### src/sv/hbin_pkg.sv
// ============================================================================
// hbin_pkg - shared types and constants for the histogram binner
// Widths of the transaction fields, register indexes and reset values, the
// control state encoding and the control bundle sent to the boundary cells.
// ============================================================================
package hbin_pkg;

   // Field widths
   localparam int SAMPLE_W   = 16;
   localparam int BIN_SEL_W  = 7;
   localparam int TOTAL_W    = 32;
   localparam int CSR_IDX_W  = 2;
   localparam int CSR_DATA_W = 16;

   // Default number of bins
   localparam int MAX_BINS_DEF = 64;

   // Divider: one quotient bit per cycle
   localparam int DIV_STEPS = SAMPLE_W;
   localparam int STEP_W    = $clog2(DIV_STEPS + 1);

   // Register indexes
   localparam logic [CSR_IDX_W-1:0] REG_MIN_VALUE   = 2'd0;
   localparam logic [CSR_IDX_W-1:0] REG_MAX_VALUE   = 2'd1;
   localparam logic [CSR_IDX_W-1:0] REG_BINS_IN_USE = 2'd2;

   // Register reset values
   localparam logic [SAMPLE_W-1:0]  MIN_RST  = 16'h0000;
   localparam logic [SAMPLE_W-1:0]  MAX_RST  = 16'hFFFF;
   localparam logic [BIN_SEL_W-1:0] BINS_RST = 7'd16;

   // Control states
   typedef enum logic [2:0] {
      ST_REB_START,
      ST_REB_DIV,
      ST_REB_FILL,
      ST_IDLE,
      ST_READ,
      ST_UPDATE
   } state_type;

   // Boundary cell controls
   typedef struct packed {
      logic shift;     // take the neighbor's boundary
      logic compare;   // compare the incoming sample
   } cell_ctrl_type;

endpackage

### src/sv/hbin_cell.sv
// ============================================================================
// hbin_cell - one boundary cell of the histogram binner
// Holds the upper boundary of one bin, takes its neighbor's boundary while
// the table is rebuilt, and compares each sample against its boundary. The
// cell whose compare is set while its neighbor's is clear flags the hit.
// ============================================================================
module hbin_cell
   import hbin_pkg::*;
(
   input  logic                clock,
   input  cell_ctrl_type       ctrl,
   input  logic [SAMPLE_W-1:0] bnd_in,
   input  logic [SAMPLE_W-1:0] sample,
   input  logic                ge_in,
   input  logic                active,
   input  logic                last,
   output logic [SAMPLE_W-1:0] bnd_out,
   output logic                ge_out,
   output logic                hit
);

   logic [SAMPLE_W-1:0] bnd_ff;
   logic                ge_ff;

   // Boundary shifts one cell down the row during a rebuild
   always_ff @(posedge clock) begin
      if (ctrl.shift) begin
         bnd_ff <= bnd_in;
      end
   end

   // Sample at or above this boundary
   always_ff @(posedge clock) begin
      if (ctrl.compare) begin
         ge_ff <= (sample >= bnd_ff);
      end
   end

   // Top of the thermometer code among the active cells
   assign hit     = active & ge_ff & (last | ~ge_in);
   assign bnd_out = bnd_ff;
   assign ge_out  = ge_ff;

endmodule

### config.mk
export PLATFORM = sky130hd
export DESIGN_NAME = hbin_cell
export DESIGN_NICKNAME = d
export VERILOG_FILES = /design/src/sv/hbin_pkg.sv /design/src/sv/hbin_cell.sv
export SDC_FILE = /design/constraint.sdc
export NUM_CORES = 1
export LEC_CHECK = 0
export ABC_AREA = 1
export BUFFER_PORTS_ARGS = -buffer_cell sky130_fd_sc_hd__buf_2
export CORE_ASPECT_RATIO = 0.6
export CORE_UTILIZATION = 42
export DETAILED_ROUTE_END_ITERATION = 7
export GPL_TIMING_DRIVEN = 0
export PLACE_DENSITY_LB_ADDON = 0.25
export SLEW_MARGIN = 10
export SYNTH_ARGS = -nofsm -noshare
export SYNTH_HDL_FRONTEND = slang
export SYNTH_SLANG_ARGS = --single-unit
### constraint.sdc
create_clock -name clock -period 1.4 [get_ports clock]
set_input_delay 0.07 -clock clock [delete_from_list [all_inputs] [get_ports clock]]
set_output_delay 0.07 -clock clock [all_outputs]
set_load 0.01 [all_outputs]
==> results by group <==
Synthesis
  – Share of flip-flops with an asynchronous set or reset: 0%
  – Largest area contributor in the synthesized netlist: edfxtp_1
  – Synth top area cells: edfxtp_1 (54%), ha_1 (21%), inv_1 (8.4%)
  – Seq/Total Area, Yosys: 54.3%
  – Top cell type's share of synthesized area: 54.3%
  – Syn Inst Count: 89
  – Number of enable flip-flop cells after synthesis: 17
  – List of most frequent post-synthesis cells: inv_1 (21), nand2_1 (18), edfxtp_1 (17)
  – Most common cell in the netlist: inv_1
  – Syn_nets: 143
  – Flip-flop and latch count after synthesis: 17
  – Synth warn: 0
  – Syn Std Cell Area: 941 um^2
  – Unique masters post-synth: 10
  – Post-synth top flop: edfxtp_1
  – Syn avg cell area: 10.6 um^2

Layout
  – Layout cells sized above 1: 40.9%
  – Area Overhead vs Synth: 60.0%
  – Fin cells: 192
  – Fin nets: 219
  – Fin util: 75.9%
  – Diode count: 0

Critical path
  – Top delay family on crit path: simple AND/OR/NAND/NOR gates
  – CP Buf/Inv Count: 1
  – Crit-path cells: inv_2 -> ha_4 -> nand2_1 -> nor2_2 -> nor2_1 -> nand2_1 -> nand2_1 -> nand2_1 -> nand2_1 -> nand2_1
  – CP peak stage delay: 400 ps
  – CP max FO: 2
  – CP startpoint kind: flip-flop
  – Slowest CP cell: edfxtp_1
  – Crit end category: flip-flop
  – Crit path DAT: 1370 ps
  – Most common cell on crit path: nand2_1
  – CP Class: reg -> reg
  – CP required: 1410 ps

CTS
  – TritonCTS clock tree: done
  – Clock Path Buffers: 2
  – Clock latency at the later pin of the worst-skew pair: 250 ps
  – Root buffer cell: clkbuf_8
  – TritonCTS Sinks: 17
  – CTS Buf Count: 3
  – H-Tree Depth: 1
  – # Post-CTS Setup Buffers: 0
  – Clk slew on worst S/H paths: 60 ps

Floorplan
  – Total core area: 1980 um^2
  – Die ar.: 2440 um^2
  – Chip height: 38.7 um
  – Initial Util: 47.5%
  – Die W: 63.1 um
  – Row count: 12
  – IO Count: 56

Timing
  – RSZ-0062 raised after global routing: yes
  – Final hold vios: 0
  – Final Cycle Share: 97.4%
  – Setup WS post-layout: 36.2 ps
  – Fmax: 733 MHz
  – Slew margin rel.: 74.6%
  – Setup-failing EPs final: 0
  – Clock skew: 1.06 ps
  – Post-layout min period: 1360 ps
  – Actual slew at the worst max-slew pin: 381 ps
  – Final slew viol count: 0
  – Worst hold slack: 20.4 ps

Pwr
  – Total power: 1.31 mW
  – VDD IR-drop max: 0.653 mV
  – Leakage power: 0.778 nW
  – Pwr Density: 869 nW/um^2

Worst hold path
  – Tightest Hold Check Type: in -> reg

Run
  – Max-cap violations: 0

GRT
  – Largest net degree at the start of global routing: 17
  – Global-route wire length before repair: 2.93 mm
  – Vias in the first global route: 740
  – Initial antenna violation count: 0
  – GRT Total Usage: 16.9%
  – Congestion Overflow GR: 0

Detailed routing
  – Antenna Violating Nets Remaining: 0
  – Via count: 841
  – Wire per inst: 10.2 um
  – DRC viols: 0
  – Routed WL: 1.96 mm
  – First drt pass iteration count: 2
  – Routed vias/inst: 4.38
  – Initial DRC Count: 19

Placement
  – Pre-CTS WS: -2.59 ps
  – Final HPWL DP: 1.38 mm
  – DP Cell Count: 172
  – Port Buf Inserts: 55
  – Placer Congestion: 0.657

Status
  – Status: complete, no violations
[where the power goes]
part	switching, mW	internal (mW)	leakage [nW]
sequential	0.0194	0.608	0.167
combinational	0.151	0.166	0.586
clock	0.166	0.197	0.0255
[cells in the final DEF, fill, tap and decap left out]
| cell type | instances |
|---|---|
| inv_2 | 3 |
| ha_1 | 13 |
| nor2_1 | 3 |
| o21a_1 | 1 |
| edfxtp_1 | 17 |
| clkbuf_8 | 3 |
| a21oi_1 | 8 |
| nand4_1 | 1 |
| nor3_1 | 1 |
| ha_4 | 3 |
| nand2_1 | 17 |
| dlygate4sd3_1 | 16 |
| buf_2 | 55 |
| o21ai_0 | 2 |
| clkinv_2 | 1 |
| nor2_2 | 1 |
| inv_1 | 18 |
| nand2_4 | 1 |
[worst register-to-register path, cell delays in order, from the launching register on]
cell	delay, ps
edfxtp_1	400
inv_2	80
ha_4	190
nand2_1	80
nor2_2	30
nor2_1	90
nand2_1	60
nand2_1	50
nand2_1	50
nand2_1	50
nand2_1	50
[state kept, by name, summed over array words and instances (netlist names)]
register and flops:
bnd_out 16, ge_out 1
[area by class of cell]
| class | instances | area (um^2) |
|---|---|---|
| well taps | 28 | 35.0 |
| clock buffers | 3 | 41.3 |
| inverters | 21 | 78.8 |
| repair buffers | 71 | 435 |
| multi-input cells | 51 | 399 |
| fillers | 152 | 477 |
| flip-flops and latches | 17 | 510 |
| clock inverters | 1 | 5.00 |
[per-layer routing]
metal,vias to the layer above,GRT usage [%],part of all wire [%]
li1,444,-,-
met1,361,16.9,43
met3,2,6.76,7.8
met4,0,5.23,0.56
met2,34,33.3,48
met5,-,0,0
[stage by stage]
step / instance area, um^2 / TNS (ps)
finish: 1510 / 0
global placement: 1250 / 0
floorplan: 941 / 0
detailed placement: 1250 / -2.59
CTS: 1460 / -7.33
global route: 1510 / -102
[cells by family after synthesis]
logic type	Yosys count	share of synthesized area, %
simple gates	24	9.97
buf+inv	21	8.38
flops	17	54.3
fa+ha+maj	16	21.3
compound gates	11	6.12
[path summary, 6_finish.rpt]
path	from	cells after the start	slack [ps]	end
hold / removal	ctrl[0]	1	20	ge_out$_DFFE_PP_
setup / recovery	bnd_out[1]$_DFFE_PP_	10	40	ge_out$_DFFE_PP_
setup reg to reg	bnd_out[1]$_DFFE_PP_	10	40	ge_out$_DFFE_PP_
hold reg to reg	bnd_out[15]$_DFFE_PP_	6	900	ge_out$_DFFE_PP_
[what timing repair did]
item,in CTS,in global routing
endpoints found under the setup margin,1,1
hold endpoints to repair,16,0
pin swaps,1,3
gates resized for setup,0,9
hold buffers,16,0
cloned,0,0
No activity file was read; power rests on OpenSTA's default activity.
