===== src/sv/hbin_pkg.sv =====
// ============================================================================
// hbin_pkg - shared types and constants for the histogram binner
// Widths of the transaction fields, register indexes and reset values, the
// control state encoding and the control bundle sent to the boundary cells.
// ============================================================================
package hbin_pkg;

   // Field widths
   localparam int SAMPLE_W   = 16;
   localparam int BIN_SEL_W  = 7;
   localparam int TOTAL_W    = 32;
   localparam int CSR_IDX_W  = 2;
   localparam int CSR_DATA_W = 16;

   // Default number of bins
   localparam int MAX_BINS_DEF = 64;

   // Divider: one quotient bit per cycle
   localparam int DIV_STEPS = SAMPLE_W;
   localparam int STEP_W    = $clog2(DIV_STEPS + 1);

   // Register indexes
   localparam logic [CSR_IDX_W-1:0] REG_MIN_VALUE   = 2'd0;
   localparam logic [CSR_IDX_W-1:0] REG_MAX_VALUE   = 2'd1;
   localparam logic [CSR_IDX_W-1:0] REG_BINS_IN_USE = 2'd2;

   // Register reset values
   localparam logic [SAMPLE_W-1:0]  MIN_RST  = 16'h0000;
   localparam logic [SAMPLE_W-1:0]  MAX_RST  = 16'hFFFF;
   localparam logic [BIN_SEL_W-1:0] BINS_RST = 7'd16;

   // Control states
   typedef enum logic [2:0] {
      ST_REB_START,
      ST_REB_DIV,
      ST_REB_FILL,
      ST_IDLE,
      ST_READ,
      ST_UPDATE
   } state_type;

   // Boundary cell controls
   typedef struct packed {
      logic shift;     // take the neighbor's boundary
      logic compare;   // compare the incoming sample
   } cell_ctrl_type;

endpackage


===== src/sv/hbin_div.sv =====
// ============================================================================
// hbin_div - restoring divider for the bin width
// Divides the span by the bin count, one quotient bit per cycle, and holds
// quotient and remainder until the next start.
// ============================================================================
module hbin_div
   import hbin_pkg::*;
#(
   parameter int DEN_W = 7
)
(
   input  logic                clock,
   input  logic                reset,
   input  logic                start,
   input  logic [SAMPLE_W-1:0] dividend,
   input  logic [DEN_W-1:0]    divisor,
   output logic [SAMPLE_W-1:0] quotient,
   output logic [DEN_W-1:0]    remainder,
   output logic                done
);

   logic [SAMPLE_W-1:0] quo_ff, quo_in;
   logic [DEN_W-1:0]    rem_ff, rem_in;
   logic [DEN_W-1:0]    den_ff;
   logic [STEP_W-1:0]   step_ff, step_in;
   logic                busy_ff, busy_in;
   logic                done_ff, done_in;
   logic [DEN_W:0]      trial;
   logic [DEN_W:0]      diff;
   logic                fits;

   // One restoring step
   assign trial = {rem_ff, quo_ff[SAMPLE_W-1]};
   assign diff  = trial - {1'b0, den_ff};
   assign fits  = (trial >= {1'b0, den_ff});

   always_comb begin
      quo_in  = quo_ff;
      rem_in  = rem_ff;
      step_in = step_ff;
      busy_in = busy_ff;
      done_in = 1'b0;
      if (start) begin
         quo_in  = dividend;
         rem_in  = '0;
         step_in = '0;
         busy_in = 1'b1;
      end else if (busy_ff) begin
         quo_in  = {quo_ff[SAMPLE_W-2:0], fits};
         rem_in  = fits ? diff[DEN_W-1:0] : trial[DEN_W-1:0];
         step_in = step_ff + STEP_W'(1);
         if (step_ff == STEP_W'(DIV_STEPS - 1)) begin
            busy_in = 1'b0;
            done_in = 1'b1;
         end
      end
   end

   // Control
   always_ff @(posedge clock) begin
      if (reset) begin
         busy_ff <= 1'b0;
         done_ff <= 1'b0;
         step_ff <= '0;
      end else begin
         busy_ff <= busy_in;
         done_ff <= done_in;
         step_ff <= step_in;
      end
   end

   // Datapath
   always_ff @(posedge clock) begin
      quo_ff <= quo_in;
      rem_ff <= rem_in;
      if (start) begin
         den_ff <= divisor;
      end
   end

   assign quotient  = quo_ff;
   assign remainder = rem_ff;
   assign done      = done_ff;

endmodule


===== config.mk =====
export PLATFORM = sky130hd
export DESIGN_NAME = hbin_div
export DESIGN_NICKNAME = d
export VERILOG_FILES = /design/src/sv/hbin_pkg.sv /design/src/sv/hbin_div.sv
export SDC_FILE = /design/constraint.sdc
export NUM_CORES = 1
export LEC_CHECK = 0
export ABC_AREA = 1
export BUFFER_PORTS_ARGS = -buffer_cell sky130_fd_sc_hd__buf_2
export CAP_MARGIN = 20
export CORE_UTILIZATION = 55
export DETAILED_ROUTE_END_ITERATION = 6
export GPL_TIMING_DRIVEN = 0
export PLACE_DENSITY = 0.94
export SYNTH_ARGS = -nofsm -noshare
export SYNTH_HDL_FRONTEND = slang
export SYNTH_SLANG_ARGS = --single-unit

===== constraint.sdc =====
create_clock -name clock -period 3.7 [get_ports clock]
set_input_delay 0.74 -clock clock [delete_from_list [all_inputs] [get_ports clock]]
set_output_delay 0.74 -clock clock [all_outputs]
set_load 0.02 [all_outputs]

==> flow_metrics.tcl, run 1 <==
set metrics [dict create \
    placedInstanceArea_sq_um 2250 \
    slew_viol_final 0 \
    p_per_area_nw_per_um2 394 \
    p_leak_nw 1.18 \
    worstSetupPathType "flip-flop to flip-flop" \
    io_buffer_count 49 \
    tritoncts "built" \
    period_needed_ns 1.91 \
    power_switching_mw 0.286 \
    fin_area_sq_um 2300 \
    routabilityCongestion 0.896 \
    dp_hpwl_microns 3120 \
    io_pins 50 \
    seqCellArea_sq_um 971 \
    synth_edf_count 23 \
    ys_top_cells_by_area "edfxtp_1 35%, nand2_1 18%, dfxtp_1 14%, ha_1 5.8%, inv_1 4.2%" \
    outcome "finished clean" \
    gr-total-overflow 0 \
    setup_viol 0 \
    rows 21 \
    synth.cell_area_sq_um 1950 \
    avgSynthCellArea_sq_um 8.50 \
    synth-seq-cells 37 \
    start_util_pct 57.8 \
    antenna_found_initial 0 \
    fin_skew_ns 0.0163 \
    place_ws_ns 1.69 \
    yosysTopAreaCellShare_pct 35.5 \
    pwr-share-seq_pct 54.2 \
    r2r_cells 10 \
    fin_cells 332 \
    cts_sinks 37 \
    rsz0062_at_grt "no" \
    p_int_mw 0.620 \
    layout.nets 321 \
    drv_cap 0 \
    dieHeight_microns 61.5 \
    crit_end "quotient[0]" \
    crit_path_start "quotient[15]" \
    hp-class "flip-flop to flip-flop" \
    ir_drop_uv 273 \
    coreArea_sq_um 3360 \
    netlist_instances 229 \
    grt_usage_pct 23.9 \
    layout_setup_ws_ns 1.79 \
    cts_buffer_depth 2 \
    grt_pass1_wl_microns 6290 \
    antenna_cells 0 \
    critical_path_arrival_ns 2.10 \
    post_cts_buffers 0 \
    ys_async_sr_fraction_pct 0 \
    cts_hold_buf 0 \
    numCtsBuffers 5 \
    drc_errors 0 \
    dr_total_vias 1701 \
    cp-end-kind "flip-flop" \
    ys.warnings.count 0 \
    drtPass1Iterations 5 \
    setup_tns_ns 0 \
    grt_pass1_vias 1432 \
    crit_required_ns 3.90 \
    insertion_delay_ns 0.35 \
    syn2layout_area_growth_pct 18.3 \
    die_area_sq_um 3780 \
    yosysMostFrequentCell "nand2_1" \
    ys.flop_type "edfxtp_1" \
    fin_util_pct 68.4 \
    wl_per_cell_microns 12.7 \
    power.total_mw 0.906 \
    totalWireLength_microns 4230 \
    start_kind "flip-flop" \
    slew_headroom_pct 71.5 \
    vias_per_cell 5.12 \
    drive_gt1_share_pct 26.2 \
    multiInputGateArea_sq_um 850 \
    combPwrFrac_pct 23.2 \
    synthTopCellsByCount "94 x nand2_1, 23 x edfxtp_1, 22 x inv_1, 14 x dfxtp_1, 14 x nand3_1" \
    fillCellCount 281 \
    syn_nets 265 \
    cts-root-buf "clkbuf_4" \
    grt_start_max_net_pins 18 \
    critical_path.max_fanout 8 \
    final_hold_viol_count 0 \
    dpl.cell_count 324 \
    yosys.area.top_type "edfxtp_1" \
    clkPwrFrac_pct 22.6 \
    synth.yosys.seq_area_share_pct 49.9 \
    r2r_end "quotient[0]" \
    cts_resized 0 \
    holdWs_ns 0.478 \
    fin_crit_sh_pct 51.5 \
    netSwitchingFraction_pct 31.5 \
    tightestPinTransition_ns 0.427 \
    clk_pin_slew_worst_paths_ns 0.11 \
    drtIter0Drc 87 \
    ant_nets 0 \
    ys_types 30 \
    die_w_microns 61.5 \
    r2r_start "quotient[15]" \
    rrSetupSlack_ns 1.79 \
    htreeDepth 2 \
    fmax_ghz 0.525 \
]
==> sequential cells by signal (all words and copies together) (netlist names) <==
signal     cells
quotient      16
den_ff         7
remainder      7
step_ff        5
busy_ff        1
done           1
==> power groups by stage <==
stage | sequential, mW | clock (mW) | combinational, mW
global placement | 0.498 | 0 | 0.198
finish | 0.491 | 0.204 | 0.211
global route | 0.495 | 0.223 | 0.232
floorplan | 0.528 | 0 | 0.114
CTS | 0.491 | 0.208 | 0.210
detailed placement | 0.500 | 0 | 0.207
==> routing by layer <==
layer  vias up  track usage, %  routed length, microns  part of all wire [%]
met5         -               0                       0                     0
li1        850               -                       -                     -
met2        68            39.4                    2140                    51
met4         0            12.4                      95                   2.2
met3        11            5.67                     239                   5.7
met1       772            29.3                    1750                    41
==> kinds of logic after synthesis <==
group	count (synthesis)	synth area share [%]
AOI/OAI and AO/OA	11	3.73
and+or+nand+nor	137	32.2
buffers and inverters	32	6.43
xor gates and xnor gates	2	0.900
DFF	37	49.9
adders and majority gates	10	6.82
==> worst max-delay path: stages, from the launching register on <==
cell      delay [ns]
edfxtp_1        0.36
inv_1           0.05
ha_1            0.22
fa_1            0.41
inv_1           0.09
nand2_1         0.06
nand2_2         0.06
nand2_1         0.09
nand2_1         0.09
nand2_2         0.14
a31oi_1         0.18
==> worst min-delay path by stage <==
stage / start / endpoint / slack, ns / depth (start not counted)
5_1_grt: step_ff[2] / step_ff[2] / 0.50 / 1
2_1_floorplan: step_ff[2] / step_ff[2] / 0.42 / 1
6_report: step_ff[2] / step_ff[2] / 0.48 / 1
3_5_place_dp: step_ff[2] / step_ff[2] / 0.45 / 1
3_3_place_gp: step_ff[2] / step_ff[2] / 0.43 / 1
4_1_cts: step_ff[2] / step_ff[2] / 0.47 / 1
==> cells in the final DEF, fill, tap and decap left out <==
cell,n
a21oi_4,1
clkinvlp_4,1
o21ai_1,3
nand3b_1,5
nand3_2,2
nand3_4,1
nand3_1,14
xor2_1,2
fa_1,1
clkbuf_1,2
inv_1,22
nor3_1,2
ha_1,9
or2_4,1
nand4_1,2
buf_2,50
buf_4,1
a21oi_1,4
edfxtp_1,23
a31oi_1,2
buf_1,1
nand2_1,94
nor2_1,9
nor2_4,1
inv_2,6
clkbuf_4,5
nor3b_1,1
nor2_8,1
dfxtp_1,14
o21ai_2,1
clkinv_1,1
nor2_2,1
nand2_2,3
==> final cells by class <==
| cell class | instances | share of cell area (%) |
|---|---|---|
| multi-input combinational | 160 | 36.9 |
| clock buffer | 6 | 1.79 |
| timing repair buffer | 49 | 10.7 |
| sequential | 37 | 42.2 |
| clock inverter | 2 | 0.489 |
| inverter | 28 | 4.57 |
| buffer | 4 | 0.870 |
| tap | 46 | 2.50 |
(Power assumes the default switching activity.)
==> run 2: changes to the inputs <==
CORE_UTILIZATION = 47   (was 55)
PLACE_DENSITY = 0.87   (was 0.94)
clock period = 1.65 ns   (was 3.7 ns; I/O delays follow)
==> run 2 against run 1 <==
Against the previous run: the run now ends with setup timing left; critical path depth unchanged; power grew to 2.5 times the previous value; clock skew down 0.0088 ns; global-route usage decreased by 3.4 points; core utilization down 6.9 points; sequential cell count unchanged; sequential share of layout area down 2.8 points; critical path type unchanged; largest cell class unchanged; highest routed layer unchanged.
==> flow_metrics.tcl, run 2 (synthesis gave the netlist of run 1 again) <==
set metrics [dict create \
    outcome "complete, but fails checks" \
    violations "setup timing" \
    syn2layout_area_growth_pct 26.6 \
    cp-end-kind "flip-flop" \
    start_util_pct 48.6 \
    layout.nets 328 \
    rrSetupSlack_ns -0.09 \
    numCtsBuffers 5 \
    grt_usage_pct 20.5 \
    coreArea_sq_um 4000 \
    die_area_sq_um 4400 \
    die_w_microns 66.3 \
    p_per_area_nw_per_um2 924 \
    cts_buffer_depth 2 \
    routabilityCongestion 0.908 \
    fin_skew_ns 0.00746 \
    min-delay-start "divisor[0]" \
    rows 23 \
    cts-root-buf "clkbuf_8" \
    r2r_cells 10 \
    r2r_end "remainder[0]" \
    grt_start_max_net_pins 18 \
    grt_pass1_wl_microns 6690 \
    drtIter0Drc 105 \
    place_ws_ns -0.105 \
    fillCellCount 347 \
    drc_errors 0 \
    fin_cells 343 \
    period_needed_ns 1.74 \
    final_hold_viol_count 0 \
    dpl.cell_count 328 \
    final_common_cell "nand2_1" \
    hold_depth 1 \
    slew_viol_final 0 \
    tritoncts "built" \
    drtPass1Iterations 4 \
    slew_headroom_pct 71.6 \
    drive_gt1_share_pct 31.7 \
    p_leak_nw 1.24 \
    fin_crit_sh_pct 106 \
    insertion_delay_ns 0.30 \
    drv_cap 0 \
    worstSetupPathType "flip-flop to flip-flop" \
    rsz0062_at_grt "yes" \
    ant_nets 0 \
    io_pins 50 \
    largest_reg_flops 16 \
    cts_sinks 37 \
    crit_required_ns 1.84 \
    antenna_cells 0 \
    final_cell_mix "90 x nand2_1, 50 x buf_2, 23 x edfxtp_1" \
    grt_pass1_vias 1577 \
    fmax_ghz 0.573 \
    hp-class "input pin to flip-flop" \
    dp_hpwl_microns 3080 \
    antenna_found_initial 0 \
    totalWireLength_microns 4440 \
    gr-total-overflow 0 \
    ir_drop_uv 610 \
    dr_total_vias 1739 \
    critical_path.max_fanout 7 \
    min_delay_worst_endpoint "den_ff[0]" \
    layout_setup_ws_ns -0.0941 \
    critical_path_arrival_ns 1.93 \
    htreeDepth 2 \
    start_kind "flip-flop" \
    clk_pin_slew_worst_paths_ns 0.08 \
    wl_per_cell_microns 12.9 \
    dieHeight_microns 66.3 \
    io_buffer_count 49 \
    vias_per_cell 5.07 \
    setup_viol 8 \
    r2r_start "den_ff[0]" \
    tightestPinTransition_ns 0.426 \
]
## run 2: cell types whose count changed in the layout (fill, tap and decap cells not counted), sizes merged
cell / change
clkbuf: -1
buf: +7
clkinvlp: -1
clkinv: +2
## run 2: how the worst max path moves through the flow
stage,from,end,cells past startpoint
after floorplan,quotient[15],remainder[0],11
after global placement,den_ff[0],quotient[0],9
after detailed placement,quotient[15],remainder[6],12
after CTS,quotient[15],quotient[0],10
after global routing,den_ff[0],remainder[6],11
final,den_ff[0],remainder[0],10
## run 2: critical path: stages (launching register included)
cell      delay (ns)
edfxtp_1        0.43
ha_4            0.19
fa_2            0.36
inv_2           0.07
nand2_2         0.06
nand2_4         0.08
nand3_2         0.09
nand3_4         0.13
nand2_1         0.07
nand3_1         0.09
o21ai_2         0.05
## run 2: through the flow
| stage | power (mW) | util (%) | TNS [ns] | hold WS, ns | instance area [sq um] |
|---|---|---|---|---|---|
| after CTS | 2.25 | 60.1 | -0.165 | 0.197 | 2400 |
| after floorplan | 1.44 | - | -0.408 | 0.406 | 1960 |
| after detailed placement | 1.59 | 56.6 | -0.766 | 0.442 | 2270 |
| after global placement | 1.57 | 56.6 | -0.258 | 0.434 | 2270 |
| after global routing | 2.37 | 61.6 | -1.12 | 0.195 | 2460 |
| final | 2.28 | 61.6 | -0.565 | 0.203 | 2460 |
## run 2: power breakdown
group / total [mW] / switching [mW] / internal (mW) / leakage [nW]
clock: 0.633 / 0.341 / 0.292 / 0.0455
sequential: 1.10 / 0.0372 / 1.06 / 0.347
combinational: 0.540 / 0.337 / 0.203 / 0.852
## run 2: layer usage
layer	global-route usage (%)	share of wire, %	up-vias
li1	-	-	862
met1	24.5	43	813
met2	32.8	50	55
met3	6.21	5.5	9
met4	10.9	1.8	0
met5	0	0	-
## run 2: final cells by class
| type | instances | area (sq um) | area share (%) |
|---|---|---|---|
| plain buffers | 4 | 20.0 | 0.813 |
| repair buffers | 56 | 298 | 12.1 |
| multi-input cells | 160 | 920 | 37.3 |
| flip-flops and latches | 37 | 971 | 39.4 |
| well taps | 50 | 62.6 | 2.54 |
| clock buffers | 5 | 68.8 | 2.79 |
| inverters | 28 | 105 | 4.27 |
| clock inverters | 3 | 17.5 | 0.711 |
## run 2: what timing repair did
item | in CTS | in global routing
setup endpoints to repair | 8 | 8
setup buffers | 6 | 1
hold buffers | 0 | 0
pin swaps | 2 | 6
gates cloned | 0 | 0
resized for setup | 3 | 9
==> run 3: changes to the inputs <==
GPL_TIMING_DRIVEN = unset   (was 0)
==> run 3 against run 2 <==
Against the previous run: the run still ends with setup timing left; clock skew increased by 0.0048 ns; sequential cell count unchanged; core utilization decreased by 0.41 points; setup slack improved by 0.020 ns; sequential power about the same; critical path depth increased by 2; register-to-register slack improved by 0.02 ns; largest power group unchanged.
==> flow_metrics.tcl, run 3 (synthesis gave the netlist of run 1 again) <==
set metrics [dict create \
    rrSetupSlack_ns -0.07 \
    io_buffer_count 49 \
    drtPass1Iterations 4 \
    syn2layout_area_growth_pct 25.7 \
    dr_total_vias 1711 \
    fin_util_pct 61.2 \
    dp_hpwl_microns 3200 \
    gr-total-overflow 0 \
    critical_path.max_fanout 8 \
    numCtsBuffers 5 \
    wl_per_cell_microns 12.7 \
    clk_pin_slew_worst_paths_ns 0.08 \
    die_w_microns 66.3 \
    cts_sinks 37 \
    io_pins 50 \
    crit_required_ns 1.88 \
    dieHeight_microns 66.3 \
    grt_usage_pct 21.5 \
    r2r_end "remainder[5]" \
    final_cell_mix "91 x nand2_1, 49 x buf_2, 23 x edfxtp_1" \
    drv_cap 0 \
    antenna_found_initial 0 \
    insertion_delay_ns 0.30 \
    tightestPinTransition_ns 0.380 \
    rsz0062_at_grt "yes" \
    hp-class "input pin to flip-flop" \
    drive_gt1_share_pct 32.5 \
    routabilityCongestion 0.840 \
    cts_hold_buf 0 \
    totalWireLength_microns 4300 \
    cts_buffer_depth 2 \
    rows 23 \
    outcome "complete, but fails checks" \
    layout_setup_ws_ns -0.0736 \
    start_kind "flip-flop" \
    power.total_mw 2.40 \
    violations "setup timing" \
    cp-end-kind "flip-flop" \
    drtIter0Drc 103 \
    critical_path_arrival_ns 1.96 \
    crit_end "remainder[5]" \
    coreArea_sq_um 4000 \
    hold_depth 1 \
    cts-root-buf "clkbuf_8" \
    vias_per_cell 5.05 \
    fin_crit_sh_pct 104 \
    p_per_area_nw_per_um2 983 \
    r2r_cells 12 \
    setup_viol 8 \
    drc_errors 0 \
    holdWs_ns 0.202 \
    grt_pass1_vias 1556 \
    antenna_cells 0 \
    ant_nets 0 \
    tritoncts "built" \
    r2r_start "quotient[15]" \
    worstSetupPathType "flip-flop to flip-flop" \
    final_common_cell "nand2_1" \
    htreeDepth 2 \
    die_area_sq_um 4400 \
    fmax_ghz 0.580 \
    p_leak_nw 1.25 \
    grt_start_max_net_pins 19 \
    ir_drop_uv 730 \
    slew_headroom_pct 74.6 \
    crit_path_start "quotient[15]" \
    slew_viol_final 0 \
    period_needed_ns 1.72 \
    layout.nets 324 \
    final_hold_viol_count 0 \
    start_util_pct 48.6 \
    largest_reg_flops 16 \
    grt_pass1_wl_microns 6910 \
    fin_skew_ns 0.0123 \
]
## run 3: cell count changes in the layout (fill, tap and decap cells not counted), sizes merged
cell,change
buf,-3
clkinv,-2
bufinv,+1
clkinvlp,+1
clkbuf,-1
## run 3: area by class of cell
class                      count  area [sq um]
inverter                      28           105
sequential                    37           971
timing repair buffer          56           298
clock inverter                 3          46.3
tap                           50          62.6
fill                         328          1550
clock buffer                   5          68.8
multi-input combinational    160           895
## run 3: what timing repair did
item	4_1_cts	5_1_grt
setup endpoints to repair	8	8
resized for setup	6	3
endpoints found under the hold margin	0	0
pin swaps	4	1
setup buffers	1	0
## run 3: worst min path at each step
stage / startpoint / endpoint
detailed placement: step_ff[2] / step_ff[2]
finish: divisor[0] / den_ff[0]
global placement: step_ff[2] / step_ff[2]
CTS: divisor[0] / den_ff[0]
global route: divisor[0] / den_ff[0]
floorplan: reset / busy_ff
## run 3: report_power, final
group / internal, mW / switching (mW) / total [mW]
clock network: 0.452 / 0.338 / 0.790
registers: 1.07 / 0.0385 / 1.10
logic: 0.186 / 0.324 / 0.510
## run 3: critical path, stage by stage, from the launching register on
cell	delay, ns
edfxtp_1	0.37
inv_2	0.05
ha_2	0.18
fa_2	0.35
inv_2	0.07
nand2_2	0.05
nand2_2	0.08
nand2_2	0.07
nand2_2	0.08
nand2_4	0.09
nand3b_1	0.13
nand3_2	0.08
nand2_1	0.06
## run 3: metrics by stage
stage	worst slack, ns	setup TNS [ns]	std cells	instance area [sq um]
6_report	-0.0736	-0.316	339	2450
5_1_grt	-0.191	-1.29	339	2450
4_1_cts	-0.0301	-0.102	339	2430
3_5_place_dp	-0.0849	-0.376	330	2290
3_3_place_gp	0.0279	0	330	2290
2_1_floorplan	-0.0652	-0.408	229	1960
## run 3: per-layer routing
layer	vias to the layer above	track usage (%)	wire (microns)
li1	854	-	-
met5	-	0	0
met1	801	27.2	1820
met2	46	33.2	2180
met4	0	12.5	93
met3	10	5.34	206
